===== src/sv/swa_pkg.sv =====
// ----------------------------------------------------------------------------
// swa_pkg: shared types and constants for the sensor window average alarm
// Status codes, register indexes, table entry layout and the reciprocal
// used to divide the window sum by the window length.
// ----------------------------------------------------------------------------
package swa_pkg;

    localparam int WINDOW_LEN  = 5;
    localparam int SLOT_W      = 3;
    localparam int SAMPLE_W    = 16;
    localparam int SUM_W       = SAMPLE_W + 3;   // five 16-bit samples
    localparam int MAG_W       = SUM_W - 1;      // |sum| <= 163840 < 2**18
    localparam int RECIP_W     = 16;
    localparam int RECIP_SHIFT = 18;
    // floor(n * 52429 / 2**18) == floor(n / 5) for all n < 2**18
    localparam logic [RECIP_W-1:0] RECIP_5 = 16'd52429;

    localparam int CFG_INDEX_W = 2;
    localparam logic [CFG_INDEX_W-1:0] REG_LOW_LIMIT  = 2'd0;
    localparam logic [CFG_INDEX_W-1:0] REG_HIGH_LIMIT = 2'd1;

    localparam logic signed [15:0] LOW_LIMIT_RST  = 16'sd1500;
    localparam logic signed [15:0] HIGH_LIMIT_RST = 16'sd2500;

    localparam int STATUS_W = 3;
    localparam logic [STATUS_W-1:0] ST_IN_RANGE = 3'd0;
    localparam logic [STATUS_W-1:0] ST_TOO_HOT  = 3'd1;
    localparam logic [STATUS_W-1:0] ST_TOO_COLD = 3'd2;
    localparam logic [STATUS_W-1:0] ST_FILLING  = 3'd3;
    localparam logic [STATUS_W-1:0] ST_UNMAPPED = 3'd4;
    localparam logic [STATUS_W-1:0] ST_STORED   = 3'd5;
    localparam logic [STATUS_W-1:0] ST_FULL     = 3'd6;

    typedef struct packed {
        logic [15:0]       sensor;
        logic [15:0]       room;
        logic [SLOT_W-1:0] slot;
        logic              full;
    } entry_t;

    typedef struct packed {
        logic clear;
        logic acc_en;
        logic mul_en;
    } mean_ctrl_t;

endpackage


===== src/sv/swa_table.sv =====
// ----------------------------------------------------------------------------
// swa_table: sensor map table
// One entry per mapped sensor: sensor id, room id, ring write slot and the
// window-full flag. One write port, one registered read port.
// ----------------------------------------------------------------------------
module swa_table
    import swa_pkg::*;
#(
    parameter int DEPTH  = 32,
    parameter int ADDR_W = 5
)(
    input  logic              clk,
    input  logic              wr_en,
    input  logic [ADDR_W-1:0] wr_addr,
    input  entry_t            wr_data,
    input  logic [ADDR_W-1:0] rd_addr,
    output entry_t            rd_data
);

    entry_t mem [DEPTH];
    entry_t rd_data_reg;

    always_ff @(posedge clk)
    begin
        if (wr_en)
        begin
            mem[wr_addr] <= wr_data;
        end
        rd_data_reg <= mem[rd_addr];
    end

    assign rd_data = rd_data_reg;

endmodule


===== src/sv/swa_window.sv =====
// ----------------------------------------------------------------------------
// swa_window: sample ring storage
// Five slots per table entry, flat addressed as entry * 5 + slot.
// One write port, one registered read port.
// ----------------------------------------------------------------------------
module swa_window
    import swa_pkg::*;
#(
    parameter int DEPTH  = 160,
    parameter int ADDR_W = 8
)(
    input  logic                       clk,
    input  logic                       wr_en,
    input  logic [ADDR_W-1:0]          wr_addr,
    input  logic signed [SAMPLE_W-1:0] wr_data,
    input  logic [ADDR_W-1:0]          rd_addr,
    output logic signed [SAMPLE_W-1:0] rd_data
);

    logic signed [SAMPLE_W-1:0] mem [DEPTH];
    logic signed [SAMPLE_W-1:0] rd_data_reg;

    always_ff @(posedge clk)
    begin
        if (wr_en)
        begin
            mem[wr_addr] <= wr_data;
        end
        rd_data_reg <= mem[rd_addr];
    end

    assign rd_data = rd_data_reg;

endmodule


===== src/sv/swa_mean.sv =====
// ----------------------------------------------------------------------------
// swa_mean: window accumulator and divide-by-five unit
// Accumulates one sample per beat, then divides the magnitude by five with a
// reciprocal multiply and restores the sign (truncation toward zero).
// ----------------------------------------------------------------------------
module swa_mean
    import swa_pkg::*;
(
    input  logic                       clk,
    input  mean_ctrl_t                 ctrl,
    input  logic signed [SAMPLE_W-1:0] sample,
    output logic signed [SAMPLE_W-1:0] avg
);

    logic signed [SUM_W-1:0]         acc_reg;
    logic [MAG_W+RECIP_W-1:0]        prod_reg;
    logic                            neg_reg;
    logic [SUM_W-1:0]                mag_full;
    logic [MAG_W-1:0]                mag;
    logic [SAMPLE_W-1:0]             quot;

    assign mag_full = acc_reg[SUM_W-1] ? -acc_reg : acc_reg;
    assign mag      = mag_full[MAG_W-1:0];

    always_ff @(posedge clk)
    begin
        if (ctrl.clear)
        begin
            acc_reg <= '0;
        end
        else if (ctrl.acc_en)
        begin
            acc_reg <= acc_reg + SUM_W'(sample);
        end
        if (ctrl.mul_en)
        begin
            prod_reg <= (MAG_W+RECIP_W)'(mag) * (MAG_W+RECIP_W)'(RECIP_5);
            neg_reg  <= acc_reg[SUM_W-1];
        end
    end

    assign quot = prod_reg[RECIP_SHIFT+SAMPLE_W-1:RECIP_SHIFT];
    assign avg  = neg_reg ? -$signed(quot) : $signed(quot);

endmodule


===== src/sv/sensor_window_average_alarm.sv =====
// ----------------------------------------------------------------------------
// sensor_window_average_alarm: per-sensor moving average with alarm limits
// Maps sensor ids to rooms and reports the five-sample window mean of each
// mapped sensor against configurable low and high limits.
// ----------------------------------------------------------------------------
// Usage:
//  - Input channel (in_valid/in_ready): command 0 appends a map entry
//    sensor_id -> room_id; command 1 delivers a sample for sensor_id.
//  - Output channel (out_valid/out_ready): exactly one result beat per input
//    beat, carrying status, the echoed sensor id, the room and the mean.
//  - Config channel (cfg_valid/cfg_ready): index 0 low limit, 1 high limit;
//    other indexes are dropped. cfg_ready is always high.
//  - One item at a time. The id search reads one table entry per cycle
//    over the mapped entries; when a mean is computed, the five-slot sum
//    runs through one accumulator, then one reciprocal multiply. An
//    unmapped or still filling sample skips the sum and the multiply.
//  - The result sits in an output register; the next input beat is accepted
//    while it waits. If the receiver stalls, the block holds its following
//    result until the register frees up, and takes no new beat meanwhile.
//  - Reset empties the table (fill count to zero) and loads the default
//    limits 1500 and 2500. No clearing pass is needed.
// ----------------------------------------------------------------------------
module sensor_window_average_alarm
    import swa_pkg::*;
#(
    parameter int TABLE_DEPTH = 32
)(
    input  logic                        clk,
    input  logic                        rst_n,

    input  logic                        in_valid,
    output logic                        in_ready,
    input  logic                        command,
    input  logic [15:0]                 sensor_id,
    input  logic [15:0]                 room_id,
    input  logic signed [15:0]          sample_value,

    output logic                        out_valid,
    input  logic                        out_ready,
    output logic [STATUS_W-1:0]         status,
    output logic [15:0]                 sensor_id_out,
    output logic [15:0]                 room_out,
    output logic signed [15:0]          average,

    input  logic                        cfg_valid,
    output logic                        cfg_ready,
    input  logic [CFG_INDEX_W-1:0]      cfg_index,
    input  logic [15:0]                 cfg_data
);

    localparam int IDX_W     = (TABLE_DEPTH > 1) ? $clog2(TABLE_DEPTH) : 1;
    localparam int CNT_W     = $clog2(TABLE_DEPTH + 1);
    localparam int WIN_DEPTH = TABLE_DEPTH * WINDOW_LEN;
    localparam int WA_W      = $clog2(WIN_DEPTH);
    localparam int K_W       = $clog2(WINDOW_LEN + 1);

    // sequencer states
    localparam logic [2:0] S_IDLE   = 3'd0;
    localparam logic [2:0] S_MAP    = 3'd1;
    localparam logic [2:0] S_SEARCH = 3'd2;
    localparam logic [2:0] S_UPD    = 3'd3;
    localparam logic [2:0] S_SUM    = 3'd4;
    localparam logic [2:0] S_MUL    = 3'd5;
    localparam logic [2:0] S_FIN    = 3'd6;
    localparam logic [2:0] S_DONE   = 3'd7;

    logic [2:0]                 state_reg;
    logic [2:0]                 state_next;

    // captured input beat
    logic [15:0]                sid_reg;
    logic [15:0]                rid_reg;
    logic signed [15:0]         smp_reg;

    // limits
    logic signed [15:0]         low_reg;
    logic signed [15:0]         high_reg;

    // table fill count: entries below it are valid
    logic [CNT_W-1:0]           count_reg;

    // search pipeline
    logic [CNT_W-1:0]           scan_reg;
    logic                       pend_reg;
    logic [IDX_W-1:0]           pidx_reg;

    // matched entry
    logic [IDX_W-1:0]           hit_idx_reg;
    logic [15:0]                hit_room_reg;
    logic [SLOT_W-1:0]          hit_slot_reg;
    logic                       hit_full_reg;
    logic [WA_W-1:0]            wbase_reg;

    // window sum
    logic [K_W-1:0]             k_reg;
    logic                       wpend_reg;

    // pending result
    logic [STATUS_W-1:0]        res_status_reg;
    logic [15:0]                res_room_reg;
    logic signed [15:0]         res_avg_reg;

    // output register
    logic                       out_valid_reg;
    logic [STATUS_W-1:0]        status_reg;
    logic [15:0]                sid_out_reg;
    logic [15:0]                room_out_reg;
    logic signed [15:0]         avg_out_reg;

    // table port
    logic                       tbl_wr_en;
    logic [IDX_W-1:0]           tbl_wr_addr;
    entry_t                     tbl_wr_data;
    entry_t                     tbl_rd_data;

    // window port
    logic                       win_wr_en;
    logic [WA_W-1:0]            win_wr_addr;
    logic [WA_W-1:0]            win_rd_addr;
    logic signed [15:0]         win_rd_data;

    // mean unit
    mean_ctrl_t                 mean_ctrl;
    logic signed [15:0]         mean_avg;

    logic                       in_fire;
    logic                       out_free;
    logic                       table_full;
    logic                       issue;
    logic                       match;
    logic                       miss;
    logic [IDX_W+2:0]           wbase_full;
    logic [SLOT_W-1:0]          slot_eff;
    logic                       slot_last;
    logic [SLOT_W-1:0]          slot_nx;
    logic                       full_new;
    logic                       sum_issue;
    logic                       sum_done;

    assign in_ready   = (state_reg == S_IDLE);
    assign in_fire    = in_valid && in_ready;
    assign out_free   = !out_valid_reg || out_ready;
    assign cfg_ready  = 1'b1;
    assign table_full = (count_reg == CNT_W'(TABLE_DEPTH));

    // search: one table read issued per cycle, each compared in the cycle after its issue
    assign issue = (state_reg == S_SEARCH) && (scan_reg < count_reg);
    assign match = (state_reg == S_SEARCH) && pend_reg && (tbl_rd_data.sensor == sid_reg);
    assign miss  = (state_reg == S_SEARCH) && !pend_reg && !issue;

    // ring base address = entry * 5
    assign wbase_full = {1'b0, pidx_reg, 2'b00} + {3'b000, pidx_reg};

    // ring slot update
    assign slot_eff  = (hit_slot_reg >= SLOT_W'(WINDOW_LEN)) ? '0 : hit_slot_reg;
    assign slot_last = (slot_eff == SLOT_W'(WINDOW_LEN - 1));
    assign slot_nx   = slot_last ? '0 : slot_eff + 1'b1;
    assign full_new  = hit_full_reg || slot_last;

    assign sum_issue = (state_reg == S_SUM) && (k_reg < K_W'(WINDOW_LEN));
    assign sum_done  = (state_reg == S_SUM) && !sum_issue && !wpend_reg;

    // table write: append on map while not full, write-back of slot and full on a matched sample
    always_comb
    begin
        tbl_wr_en   = 1'b0;
        tbl_wr_addr = hit_idx_reg;
        tbl_wr_data = '{sensor: sid_reg, room: hit_room_reg, slot: slot_nx, full: full_new};
        if (state_reg == S_MAP && !table_full)
        begin
            tbl_wr_en   = 1'b1;
            tbl_wr_addr = count_reg[IDX_W-1:0];
            tbl_wr_data = '{sensor: sid_reg, room: rid_reg, slot: '0, full: 1'b0};
        end
        else if (state_reg == S_UPD)
        begin
            tbl_wr_en = 1'b1;
        end
    end

    assign win_wr_en   = (state_reg == S_UPD);
    assign win_wr_addr = wbase_reg + WA_W'(slot_eff);
    assign win_rd_addr = wbase_reg + WA_W'(k_reg);

    assign mean_ctrl.clear  = (state_reg == S_UPD);
    assign mean_ctrl.acc_en = wpend_reg;
    assign mean_ctrl.mul_en = (state_reg == S_MUL);

    swa_table #(
        .DEPTH  (TABLE_DEPTH),
        .ADDR_W (IDX_W)
    ) u_table (
        .clk     (clk),
        .wr_en   (tbl_wr_en),
        .wr_addr (tbl_wr_addr),
        .wr_data (tbl_wr_data),
        .rd_addr (scan_reg[IDX_W-1:0]),
        .rd_data (tbl_rd_data)
    );

    swa_window #(
        .DEPTH  (WIN_DEPTH),
        .ADDR_W (WA_W)
    ) u_window (
        .clk     (clk),
        .wr_en   (win_wr_en),
        .wr_addr (win_wr_addr),
        .wr_data (smp_reg),
        .rd_addr (win_rd_addr),
        .rd_data (win_rd_data)
    );

    swa_mean u_mean (
        .clk    (clk),
        .ctrl   (mean_ctrl),
        .sample (win_rd_data),
        .avg    (mean_avg)
    );

    // next state
    always_comb
    begin
        state_next = state_reg;
        unique case (state_reg)
            S_IDLE:
            begin
                if (in_fire)
                begin
                    state_next = command ? S_SEARCH : S_MAP;
                end
            end
            S_MAP:    state_next = S_DONE;
            S_SEARCH:
            begin
                if (match)
                begin
                    state_next = S_UPD;
                end
                else if (miss)
                begin
                    state_next = S_DONE;
                end
            end
            S_UPD:    state_next = full_new ? S_SUM : S_DONE;
            S_SUM:
            begin
                if (sum_done)
                begin
                    state_next = S_MUL;
                end
            end
            S_MUL:    state_next = S_FIN;
            S_FIN:    state_next = S_DONE;
            S_DONE:
            begin
                if (out_free)
                begin
                    state_next = S_IDLE;
                end
            end
            default:  state_next = S_IDLE;
        endcase
    end

    // control state
    always_ff @(posedge clk or negedge rst_n)
    begin
        if (!rst_n)
        begin
            state_reg     <= S_IDLE;
            count_reg     <= '0;
            low_reg       <= LOW_LIMIT_RST;
            high_reg      <= HIGH_LIMIT_RST;
            out_valid_reg <= 1'b0;
            pend_reg      <= 1'b0;
            wpend_reg     <= 1'b0;
            scan_reg      <= '0;
            k_reg         <= '0;
        end
        else
        begin
            state_reg <= state_next;

            if (cfg_valid && cfg_ready)
            begin
                if (cfg_index == REG_LOW_LIMIT)
                begin
                    low_reg <= $signed(cfg_data);
                end
                else if (cfg_index == REG_HIGH_LIMIT)
                begin
                    high_reg <= $signed(cfg_data);
                end
            end

            if (state_reg == S_MAP && !table_full)
            begin
                count_reg <= count_reg + 1'b1;
            end

            if (in_fire)
            begin
                scan_reg <= '0;
            end
            else if (issue)
            begin
                scan_reg <= scan_reg + 1'b1;
            end
            pend_reg <= issue;

            if (state_reg == S_UPD)
            begin
                k_reg <= '0;
            end
            else if (sum_issue)
            begin
                k_reg <= k_reg + 1'b1;
            end
            wpend_reg <= sum_issue;

            if (state_reg == S_DONE && out_free)
            begin
                out_valid_reg <= 1'b1;
            end
            else if (out_ready)
            begin
                out_valid_reg <= 1'b0;
            end
        end
    end

    // payload
    always_ff @(posedge clk)
    begin
        if (in_fire)
        begin
            sid_reg <= sensor_id;
            rid_reg <= room_id;
            smp_reg <= sample_value;
        end

        pidx_reg <= scan_reg[IDX_W-1:0];

        if (match)
        begin
            hit_idx_reg  <= pidx_reg;
            hit_room_reg <= tbl_rd_data.room;
            hit_slot_reg <= tbl_rd_data.slot;
            hit_full_reg <= tbl_rd_data.full;
            wbase_reg    <= wbase_full[WA_W-1:0];
        end

        if (state_reg == S_MAP)
        begin
            res_status_reg <= table_full ? ST_FULL : ST_STORED;
            res_room_reg   <= table_full ? '0 : rid_reg;
            res_avg_reg    <= '0;
        end
        else if (miss)
        begin
            res_status_reg <= ST_UNMAPPED;
            res_room_reg   <= '0;
            res_avg_reg    <= '0;
        end
        else if (state_reg == S_UPD)
        begin
            res_status_reg <= ST_FILLING;
            res_room_reg   <= hit_room_reg;
            res_avg_reg    <= '0;
        end
        else if (state_reg == S_FIN)
        begin
            // too hot wins when both limits are crossed
            if (mean_avg > high_reg)
            begin
                res_status_reg <= ST_TOO_HOT;
            end
            else if (mean_avg < low_reg)
            begin
                res_status_reg <= ST_TOO_COLD;
            end
            else
            begin
                res_status_reg <= ST_IN_RANGE;
            end
            res_avg_reg <= mean_avg;
        end

        if (state_reg == S_DONE && out_free)
        begin
            status_reg   <= res_status_reg;
            sid_out_reg  <= sid_reg;
            room_out_reg <= res_room_reg;
            avg_out_reg  <= res_avg_reg;
        end
    end

    assign out_valid     = out_valid_reg;
    assign status        = status_reg;
    assign sensor_id_out = sid_out_reg;
    assign room_out      = room_out_reg;
    assign average       = avg_out_reg;

endmodule


===== config.mk =====
export PLATFORM = sky130hd
export DESIGN_NAME = sensor_window_average_alarm
export DESIGN_NICKNAME = d
export VERILOG_FILES = /design/src/sv/swa_pkg.sv /design/src/sv/swa_table.sv /design/src/sv/swa_window.sv /design/src/sv/swa_mean.sv /design/src/sv/sensor_window_average_alarm.sv
export SDC_FILE = /design/constraint.sdc
export NUM_CORES = 2
export LEC_CHECK = 0
export ABC_AREA = 0
export ABC_CLOCK_PERIOD_IN_PS = 9400
export BUFFER_PORTS_ARGS = -buffer_cell sky130_fd_sc_hd__buf_2
export CORE_ASPECT_RATIO = 0.7
export CORE_MARGIN = 1
export CORE_UTILIZATION = 55
export DETAILED_ROUTE_END_ITERATION = 6
export GPL_ROUTABILITY_DRIVEN = 0
export PLACE_DENSITY = 0.71
export SLEW_MARGIN = 20
export SYNTH_ARGS = -nofsm -noshare
export SYNTH_HDL_FRONTEND = slang
export SYNTH_SLANG_ARGS = --single-unit

===== constraint.sdc =====
create_clock -name clk -period 9.4 [get_ports clk]
set_input_delay 0 -clock clk [delete_from_list [all_inputs] [get_ports clk]]
set_output_delay 0 -clock clk [all_outputs]
set_load 0.005 [all_outputs]

==> impl_results.md <==
* Placed insts at 11.53k
* Setup repair bufs after CTS at 0
* Max cap viols at 0
* Via count at 79.98k
* Drt wl/cell at 32.01 um
* Chip width at 646.8 um
* Tightest Hold Check Type: in2reg
* Crit path time final at 7.669 ns
* Wirelength, routed at 396.1 mm
* Ys Warns at 0
* Ports at 126
* Multi-input logic area at 38600 sq um
* Initial Util at 55.39%
* Post-synth EDFFs at 3878
* Cell mode on critical path: inv_1
* CTS Buf Count at 373
* Total number of H-tree levels at 5
* Max VDD drop at 0.002640 V
* Routed wl met2 at 175.7 mm
* RSZ-0062 raised after global routing: no
* CTS tree: done
* Sequential area share after synthesis at 74.73%
* WP data required at 10.03 ns
* Netlist Area Pre-Place at 160100 sq um
* Setup Viol. Count Final at 0
* Antenna-violating nets left at 0
* Number of flip-flops in the largest register at 2560
* TNS Setup at 0 ns
* Die Y at 453.4 um
* Final cell count without fillers at 12.37k
* Area grow syn2layout at 12.98%
* Fin. Hold Viols at 0
* FF/Latch Area at 119700 sq um
* Syn nets at 7967
* Grt ovf at 0
* GRT Resource Usage Total at 27.12%
* Layout cells sized above 1 at 26.73%
* Outcome: completed
* Achievable Freq at 0.1304 GHz
* Commonest non-fill, non-tap cells in the layout: edfxtp_1, mux4_2, nand2_1
* Worst Setup End Kind: flop
* Power density over the cells at 393.1 nW/um^2
* I/O Buffers at 124
* Nets at 8593
* Clock sink count at 4023
* Clk_lat worst skew at 0.94 ns
* Post-synth top flop: edfxtp_1
* Vias per inst at 6.463
* Clk slew on worst S/H paths at 0.07 ns
* Drt drc at 0
* Root Buffer: clkbuf_16
* Clock Skew at 0.06795 ns
* Syn Inst Count at 7592
* Commonest non-fill, non-tap cell in the layout: edfxtp_1
* Initial antenna violation count at 22
* Slew HR at 14.89%
* CP max stage delay at 0.54 ns
* Critical Setup Path Class: reg2reg
* DP HPWL at 223.8 mm
* Syn Area/Cell at 21.09 sq um
* CP max stage cell: fa_1
* Slew Viols, Final at 0
* Final Cycle Share at 81.59%
* Met1 WL at 164.1 mm
* Top routing layer in use: met5
* Pleak at 59.02 nW
* Die footprint at 293300 sq um
* Ys async rst share at 1.317%
* Synth cell types at 78
* Drt initial violations at 11.42k
* Vias in the first global route at 79.53k
* Row count at 165
* Core Footprint at 289000 sq um
* Largest net degree at the start of global routing at 133
* DRT Pass-1 Iters at 5
* Worst-Margin Slew at 1.241 ns
* Max clock buf depth at 4
* Worst setup SP type: flop
* Register bit total from synthesis at 4023
* First-pass GRT wire length at 569.6 mm
* Worst EP arrival at 8.30 ns
* Critical path fanouts, max at 7
* Filler instances at 19.24k
* DR WL met3 at 47.19 mm
## area by class of cell
class                      instances  area share (%)
sequential                      4023           66.16
multi-input combinational       3014           21.34
clock buffer                     468           5.564
tap                             3841           2.657
timing repair buffer             599           2.652
clock inverter                   215           1.192
inverter                         207          0.4296
antenna                            7        0.009685
## cells in the mapped netlist (19+ instances only)
library cell  count  share of area [%]
fa_1             90                1.1
o21ai_1          19              0.059
buf_4            21              0.098
a21oi_1          89               0.28
mux4_2         1096                 15
dfrtp_1          41               0.64
xor2_1           47               0.26
buf_1            30              0.070
inv_1           206               0.48
o21ai_0          71               0.22
mux2i_1          51               0.32
nor2_1          282               0.66
ha_1            213                1.7
buf_2            83               0.26
nand3_1         130               0.41
dfxtp_1          92                1.2
nand2_1         481                1.1
xnor2_1          85               0.47
o22ai_1          35               0.14
edfxtp_1       3878                 73
clkbuf_1        211               0.49
mux2_2           86               0.60
nor4_1           21              0.082
a21o_1           24               0.11
## metrics by stage
stage                     setup slack, ns  cell area (sq um)  power, W  utilization, %  hold WS (ns)
after global placement              1.785             167000   0.05579           57.79        0.1768
after detailed placement            1.724             167000   0.05612           57.79        0.1781
after CTS                           1.721             180800   0.07146           62.55       0.01757
after global routing                1.200             180900   0.07532           62.57       0.05589
after floorplan                     2.686             160100   0.04735               -       -0.2956
final                               1.731             180900   0.07110           62.58       0.05527
## where the power goes
part | leakage [nW] | internal (W) | switching, W | total (W)
sequential | 36.3 | 0.0212 | 0.000508 | 0.0217
combinational | 16.8 | 0.0150 | 0.0191 | 0.0341
clock | 5.96 | 0.00866 | 0.00657 | 0.0152
## worst paths after layout
kind                                     from  cells after the start                   to  slack [ns]
setup / recovery            u_mean.acc_reg[2]                     26  u_mean.prod_reg[29]        1.73
hold / removal                      out_ready                      4            out_valid        0.06
setup reg to reg            u_mean.acc_reg[2]                     26  u_mean.prod_reg[29]        1.73
hold reg to reg            u_table.rd_data[9]                      0      hit_room_reg[5]        0.41
max in group asynchronous               rst_n                      4          scan_reg[2]        8.37
min in group asynchronous               rst_n                      4            out_valid        0.30
## what timing repair did
action,CTS,global route
hold buffers,154,0
hold endpoints to repair,168,0
gates resized for setup,0,0
## routing by layer
layer  GRT usage, %  up-vias
li1               -    32271
met1          42.47    42358
met2          38.88     4750
met3          6.723      586
met4          6.375       10
met5              0        -
## worst max-delay path: cells and delay by family, from the launching register on
kind	cells	cell delay, ns
XOR/XNOR	2	0.67
AND/OR/NAND/NOR	5	1.28
adder cells (fa/ha/maj)	7	2.92
buffers and inverters	5	0.52
AO/OA/AOI/OAI	7	1.60
flip-flops	1	0.41
## logic make-up (layout without fill, tap and decap cells)
family / Yosys count / after routing / synth area share [%]
AO/OA/AOI/OAI: 321 / 321 / 1.250
adder cells (fa/ha/maj): 303 / 303 / 2.790
XOR/XNOR: 136 / 136 / 0.7628
multiplexers: 1233 / 1233 / 16.34
other: 1 / 8 / 0.002342
flip-flops: 4023 / 4023 / 74.73
buffers and inverters: 555 / 1489 / 1.426
AND/OR/NAND/NOR: 1020 / 1020 / 2.696
No activity file was read; power rests on OpenSTA's default activity.
